$ cat src/rtl/lpht_pkg.sv
// ----------------------------------------------------------------------------
// lpht_pkg
// Shared widths, codes and types of the linear-probe hash table.
// ----------------------------------------------------------------------------
package lpht_pkg;

   localparam int DEFAULT_CAPACITY = 256;
   localparam int HASH_W           = 32;
   localparam int KEY_W            = 32;
   localparam int VALUE_W          = 64;
   localparam int ACTION_W         = 2;
   localparam int STATUS_W         = 2;

   typedef enum logic [1:0] {
      TAG_EMPTY = 2'd0,
      TAG_LIVE  = 2'd1,
      TAG_TOMB  = 2'd2
   } tag_type;

   typedef enum logic [ACTION_W-1:0] {
      ACT_LOOKUP = 2'd0,
      ACT_INSERT = 2'd1,
      ACT_DELETE = 2'd2
   } action_type;

   typedef enum logic [STATUS_W-1:0] {
      STAT_OK   = 2'd0,
      STAT_MISS = 2'd1,
      STAT_FULL = 2'd2
   } status_type;

   typedef enum logic [2:0] {
      ST_CLEAR,
      ST_IDLE,
      ST_MOD,
      ST_PROBE,
      ST_DONE
   } state_type;

   typedef enum logic [1:0] {
      MOD_MUL,
      MOD_BACK,
      MOD_FIX
   } mod_step_type;

   typedef struct packed {
      tag_type              tag;
      logic [KEY_W-1:0]     key;
      logic [VALUE_W-1:0]   value;
      logic                 vconst;
   } slot_type;

endpackage

$ cat src/rtl/lpht_hash_mod.sv
// ----------------------------------------------------------------------------
// lpht_hash_mod
// Start slot unit: reduces a hash modulo the table capacity. A power-of-two
// capacity keeps the low bits of the hash; any other capacity goes through a
// multiply by a fixed reciprocal, a multiply back by the capacity and one
// correcting subtract, each registered.
// ----------------------------------------------------------------------------
module lpht_hash_mod #(
   parameter int CAPACITY = lpht_pkg::DEFAULT_CAPACITY
) (
   input  logic                          clock,
   input  logic                          reset,
   input  logic                          start,
   input  logic [lpht_pkg::HASH_W-1:0]   hash,
   output logic                          done,
   output logic [$clog2(CAPACITY)-1:0]   slot
);
   import lpht_pkg::*;

   localparam int IDX_W   = $clog2(CAPACITY);
   localparam int SHIFT   = HASH_W + IDX_W;
   localparam int PROD_W  = 2 * HASH_W + 1;
   localparam bit IS_POW2 = (CAPACITY & (CAPACITY - 1)) == 0;
   // floor(2^SHIFT / CAPACITY) lies in [2^32, 2^33): its top bit is a shift
   localparam logic [63:0]       RECIP    = (64'd1 << SHIFT) / 64'(CAPACITY);
   localparam logic [HASH_W-1:0] RECIP_LO = RECIP[HASH_W-1:0];
   localparam logic [HASH_W-1:0] CAP_WORD = HASH_W'(CAPACITY);

   logic              busy_ff, busy_in;
   logic              done_ff, done_in;
   mod_step_type      step_ff, step_in;
   logic [HASH_W-1:0] hash_ff, hash_in;
   logic [PROD_W-1:0] prod_ff, prod_in;
   logic [HASH_W-1:0] back_ff, back_in;
   logic [IDX_W-1:0]  rem_ff, rem_in;
   logic [HASH_W-1:0] quot;
   logic [HASH_W-1:0] diff;

   always_comb begin
      quot    = HASH_W'(prod_ff >> SHIFT);
      diff    = hash_ff - back_ff;
      busy_in = busy_ff;
      done_in = 1'b0;
      step_in = step_ff;
      hash_in = hash_ff;
      prod_in = prod_ff;
      back_in = back_ff;
      rem_in  = rem_ff;
      if (start) begin
         busy_in = 1'b1;
         hash_in = hash;
         step_in = MOD_MUL;
      end else if (busy_ff) begin
         if (IS_POW2) begin
            rem_in  = hash_ff[IDX_W-1:0];
            busy_in = 1'b0;
            done_in = 1'b1;
         end else begin
            unique case (step_ff)
               MOD_MUL: begin
                  // estimate the quotient; it falls short by at most one
                  prod_in = {1'b0, hash_ff, {HASH_W{1'b0}}} +
                            PROD_W'(hash_ff) * PROD_W'(RECIP_LO);
                  step_in = MOD_BACK;
               end
               MOD_BACK: begin
                  back_in = quot * CAP_WORD;
                  step_in = MOD_FIX;
               end
               default: begin
                  rem_in  = (diff >= CAP_WORD) ? IDX_W'(diff - CAP_WORD) : IDX_W'(diff);
                  busy_in = 1'b0;
                  done_in = 1'b1;
               end
            endcase
         end
      end
   end

   always_ff @(posedge clock) begin
      if (reset) begin
         busy_ff <= 1'b0;
         done_ff <= 1'b0;
      end else begin
         busy_ff <= busy_in;
         done_ff <= done_in;
      end
   end

   always_ff @(posedge clock) begin
      step_ff <= step_in;
      hash_ff <= hash_in;
      prod_ff <= prod_in;
      back_ff <= back_in;
      rem_ff  <= rem_in;
   end

   assign done = done_ff;
   assign slot = rem_ff;

endmodule

$ cat config.mk
export PLATFORM = sky130hd
export DESIGN_NAME = lpht_hash_mod
export DESIGN_NICKNAME = d
export VERILOG_FILES = /design/src/rtl/lpht_pkg.sv /design/src/rtl/lpht_hash_mod.sv
export SDC_FILE = /design/constraint.sdc
export NUM_CORES = 1
export LEC_CHECK = 0
export BUFFER_PORTS_ARGS = -buffer_cell sky130_fd_sc_hd__buf_2
export CAP_MARGIN = 20
export CORE_AREA = 4 4 43 45
export DETAILED_ROUTE_END_ITERATION = 6
export DIE_AREA = 0 0 47 49
export PLACE_DENSITY = 0.76
export SLEW_MARGIN = 20
export SYNTH_ARGS = -nofsm -noshare
export SYNTH_HDL_FRONTEND = slang
export SYNTH_SLANG_ARGS = --single-unit
$ cat constraint.sdc
create_clock -name clock -period 3.7 [get_ports clock]
set_clock_uncertainty 0.1 [all_clocks]
set_input_delay 0.37 -clock clock [delete_from_list [all_inputs] [get_ports clock]]
set_output_delay 0.37 -clock clock [all_outputs]
set_load 0.01 [all_outputs]
Yosys cells after proc, flatten, opt, wreduce, memory -nomap -nowiden
Cells that the tools add are included.

Mux-type cells: 2. Bitwise gates (word level): 1. Reductions and logical operators: 2.

Operators by type and width (count): 1-bit two-way mux (2); 2-bit AND reduction (1); 2-bit OR reduction (1); 1-bit NOT (1).

Bits in registers: 18. Input bits: 35. Output and inout port bits: 9. Logic and storage cells: 9.

Longest topological paths before layout
Word-level depth: 2. Mapped depth: 1. Depth with buffers taken out: 1.

Worst setup path after synthesis
Ideal clock, no wire load.

Kind: input to register. From: input start. To: register rem_ff[0], in the netlist slot[0], enable pin. Setup time: 0.373 ns. Data arrival time: 0.767 ns. Data required time: 3.227 ns. Setup slack: 2.460 ns. Stages on the path: 1. Buffers on the path: 0. Cells stage by stage: nor2b_1.

Longest elaborated chain between the ends: 2.

RTL lines: start: declaration (line lpht_hash_mod.sv:13) `input logic start,`; 1-bit NOT (no source line); 2-bit AND reduction (no source line); end signal: assignment (line lpht_hash_mod.sv:95) `rem_ff <= rem_in;`; end: declaration (line lpht_hash_mod.sv:35) `logic [IDX_W-1:0] rem_ff, rem_in;`.

Every way passes these cells. A chain may end at the register's enable or synchronous reset.

Final worst setup path
From: register busy_ff. To: register rem_ff[3], in the netlist slot[3], enable pin.

Longest elaborated chain between the ends: 1.

RTL lines: start: declaration (line lpht_hash_mod.sv:29) `logic busy_ff, busy_in;`; start signal: assignment (line lpht_hash_mod.sv:85) `busy_ff <= busy_in;`; 2-bit AND reduction (no source line).

Every way passes these cells.

==> summary by stage <==
Floorplan
The initial standard-cell utilization of the core is 0.3724. The number of top-level design ports is 44. The standard cell core area is 0.001471 mm². The die extent in x is 47 µm.

The die covers 0.002303 mm². After floorplanning, the core was divided into 14 placement rows. The chip height is 49 µm.

Yosys
After synthesis, the largest family of logic cells by area is simple AND/OR/NAND/NOR gates. The share of the Yosys chip area taken by registers is 0.9498. After synthesis the netlist holds a flip-flop and latch count of 18. Of the total synthesized cell area, the portion taken by XOR and XNOR cells is 0. Of the total synthesized cell area, the portion taken by AND, OR, NAND and NOR gates is 0.05023. The mapped cell area is 548.0 µm². The post-synthesis average cell area is 26.10 µm². The number of distinct library cell variants in the gate-level netlist after synthesis is 5.

The portion of synthesized area spent on multiplexers is 0. Of the total synthesized cell area, the portion taken by full adders, half adders and majority gates is 0. The biggest area consumer among synthesized cells is sky130_fd_sc_hd__edfxtp_1. Counting every instance in the synthesized netlist gives 21. The post-synthesis compound-gate area fraction was 0. The top-area cell type share of the netlist area is 0.8767.

The total nets after synthesis is 56. By area the synthesized netlist is led by sky130_fd_sc_hd__edfxtp_1 (88%), sky130_fd_sc_hd__dfxtp_1 (7.3%), sky130_fd_sc_hd__nor3b_2 (2.3%), sky130_fd_sc_hd__nor2b_2 (1.6%), sky130_fd_sc_hd__nor2b_1 (1.1%). During synthesis, Yosys emitted a total of 0 warnings.

GRT
The initial antenna violation count was 0. The first global-routing pass estimated 959 µm of wire. Entering global routing, the biggest net connects 12 pins.

For this run the aggregate overflow at the end of global routing stands at 0. The number of global-route vias before repair is 243. In the global route stage, overall resource usage came out at 0.06014.

Setup path
The critical-path maximum fanout is 8. The signal on the critical path passes through nor2b_1. The critical path's top delay family is simple AND/OR/NAND/NOR gates.

The type of the worst setup path is register to register. The largest incremental delay on the critical path is 0.50 ns. The slowest stage of the critical path is the sky130_fd_sc_hd__nor2b_1 cell. STA puts the critical path data required time at 3.52 ns. The number of buffers and inverters on the critical path is 0. STA classifies the critical path startpoint as a register. STA classifies the critical path endpoint as a register. The signal arrival time at the worst endpoint is 1.10 ns.

Layout
The finished layout holds 60 standard cells, fillers aside. Relative to the synthesized area, the layout overhead comes to 25.80%. At the end of the flow the core is filled with cells to 0.4685. In the final layout, the share of cells above drive strength 1 is 0.5455. After filler insertion, the fill cell instance count of the layout stands at 148. The number of antenna diodes is 0. The post-layout net count is 80.

Timing
The number of endpoints with negative hold slack in the final report was 0. In this run the tightest slew margin relative to its limit is 0.6014. The max-slew violation count is 0. In the finished design, the share of the clock period the worst path needs comes to 0.3462. After routing, the total negative slack on setup checks comes to 0 ns. The shortest clock period the worst path allows after layout is 1.281 ns. Timing would allow up to 0.7806 GHz. The final number of setup-violating endpoints is 0.

Setup repair after global routing left no endpoint under its margin. The transition at the pin with the smallest max-transition slack is 0.5967 ns.

CTS
Clock tree synthesis selected as its root buffer the cell sky130_fd_sc_hd__clkbuf_4. Counting along the longest clock path gives a buffer depth of 2. The clock reaches the later pin of the worst-skew pair after 0.28 ns. The clock drives 18 sinks.

The CTS tree is built. The number of buffers added by the clock tree synthesis step is 3. The clock-pin slew on the worst setup and hold paths is 0.09 ns. The depth of the CTS H-tree is 1. The count of cells resized by post-cts repair is 0. Buffers inserted to repair hold after CTS numbered 0. In this run the post-CTS setup repair buffer count came out at 0.

Detailed routing
The topmost layer with routed signal wires is met3. Dividing the detail-routed via count by the number of cells gives 4.133. Detailed routing placed a total of 224 µm of wire on met2. The final wirelength is 597 µm.

The final route contains 248 vias. The routed length on met3 is 124 µm. The remaining antenna violation count is 0. The DRC marker count from the first detailed-route iteration is 2. For this block, wires on met1 add up to 249 µm. For this run, the detailed router's first-pass iteration total came to 2. The number of remaining DRC errors is 0.

After detailed routing, the average wire length per cell comes to 9.950 µm.

Power
The largest vdd supply drop is 0.1921 mV. Dividing total power by cell area gives a power density of 486.9 mW/mm². The static leakage is 0.2679 nW.

Placement
During placement, the flow inserted port buffers numbering 19. Counting tap cells, the placed design contains a total of 56 instances. The placer's final routability congestion estimate is 0.5939.

Job
Across the run, the number of max-cap violations was 0.

Outcome
The run finished with clean final reports.

Worst hold path
The type of the most critical hold path is input pin to register.
-- kinds of logic (layout without fill, tap and decap cells) --
family        Yosys count  after routing
simple gates            3              3
flops                  18             18
buf+inv                 0             23
-- area by class of cell --
type	instances	area, µm²	area share
clock buffer	3	22.52	0.03267
clock inverter	1	3.754	0.005445
multi-input combinational	3	27.53	0.03993
tap	16	20.02	0.02904
timing repair buffer	19	95.09	0.1379
sequential	18	520.5	0.7550
-- cells in the mapped netlist --
library cell               count
sky130_fd_sc_hd__edfxtp_1     16
sky130_fd_sc_hd__dfxtp_1       2
sky130_fd_sc_hd__nor2b_1       1
sky130_fd_sc_hd__nor2b_2       1
sky130_fd_sc_hd__nor3b_2       1
-- state kept, by name, indices dropped and copies added, names as in the netlist --
name     count
hash_ff      8
slot         8
done         1
busy_ff      1
-- stage by stage --
step / instance area (µm²) / total power [W] / setup slack [ns] / hold slack (ns)
after CTS: 689.4 / 0.0003401 / 2.407 / 0.1474
final: 689.4 / 0.0003357 / 2.419 / 0.1591
after detailed placement: 663.1 / 0.0002497 / 2.159 / 0.3054
after global placement: 663.1 / 0.0002492 / 2.176 / 0.3027
after global routing: 689.4 / 0.0003525 / 2.363 / 0.1332
after floorplan: 548.0 / 0.0002407 / 2.460 / 0.3003
-- worst paths after layout --
check	from	endpoint	slack, ns	cells past startpoint
max	busy_ff	slot[3]	2.42	1
min	hash[5]	hash_ff[5]	0.16	1
max reg2reg	busy_ff	slot[3]	2.42	1
min reg2reg	hash_ff[6]	slot[6]	0.33	0
-- report_power, final --
part           internal [W]  leakage [nW]  switching, W  total [W]
sequential         0.000232         0.168    0.00000187   0.000234
clock             0.0000391        0.0154     0.0000520  0.0000911
combinational    0.00000541        0.0843    0.00000544  0.0000108
total              0.000276         0.268     0.0000593   0.000336
-- cells in the final DEF (no fill, tap or decap) --
cell type	synthesis	routed
sky130_fd_sc_hd__buf_2	0	19
sky130_fd_sc_hd__clkbuf_4	0	3
sky130_fd_sc_hd__edfxtp_1	16	16
sky130_fd_sc_hd__nor2b_2	1	1
sky130_fd_sc_hd__nor2b_1	1	1
sky130_fd_sc_hd__dfxtp_1	2	2
sky130_fd_sc_hd__nor3b_2	1	1
sky130_fd_sc_hd__clkinv_1	0	1
-- per-layer routing --
metal | GRT usage | vias up
met2 | 0.06335 | 18
met5 | 0 | -
li1 | - | 126
met3 | 0.03321 | 0
met4 | 0.05530 | 0
met1 | 0.08193 | 104
Power figures use the tool's default switching activity.
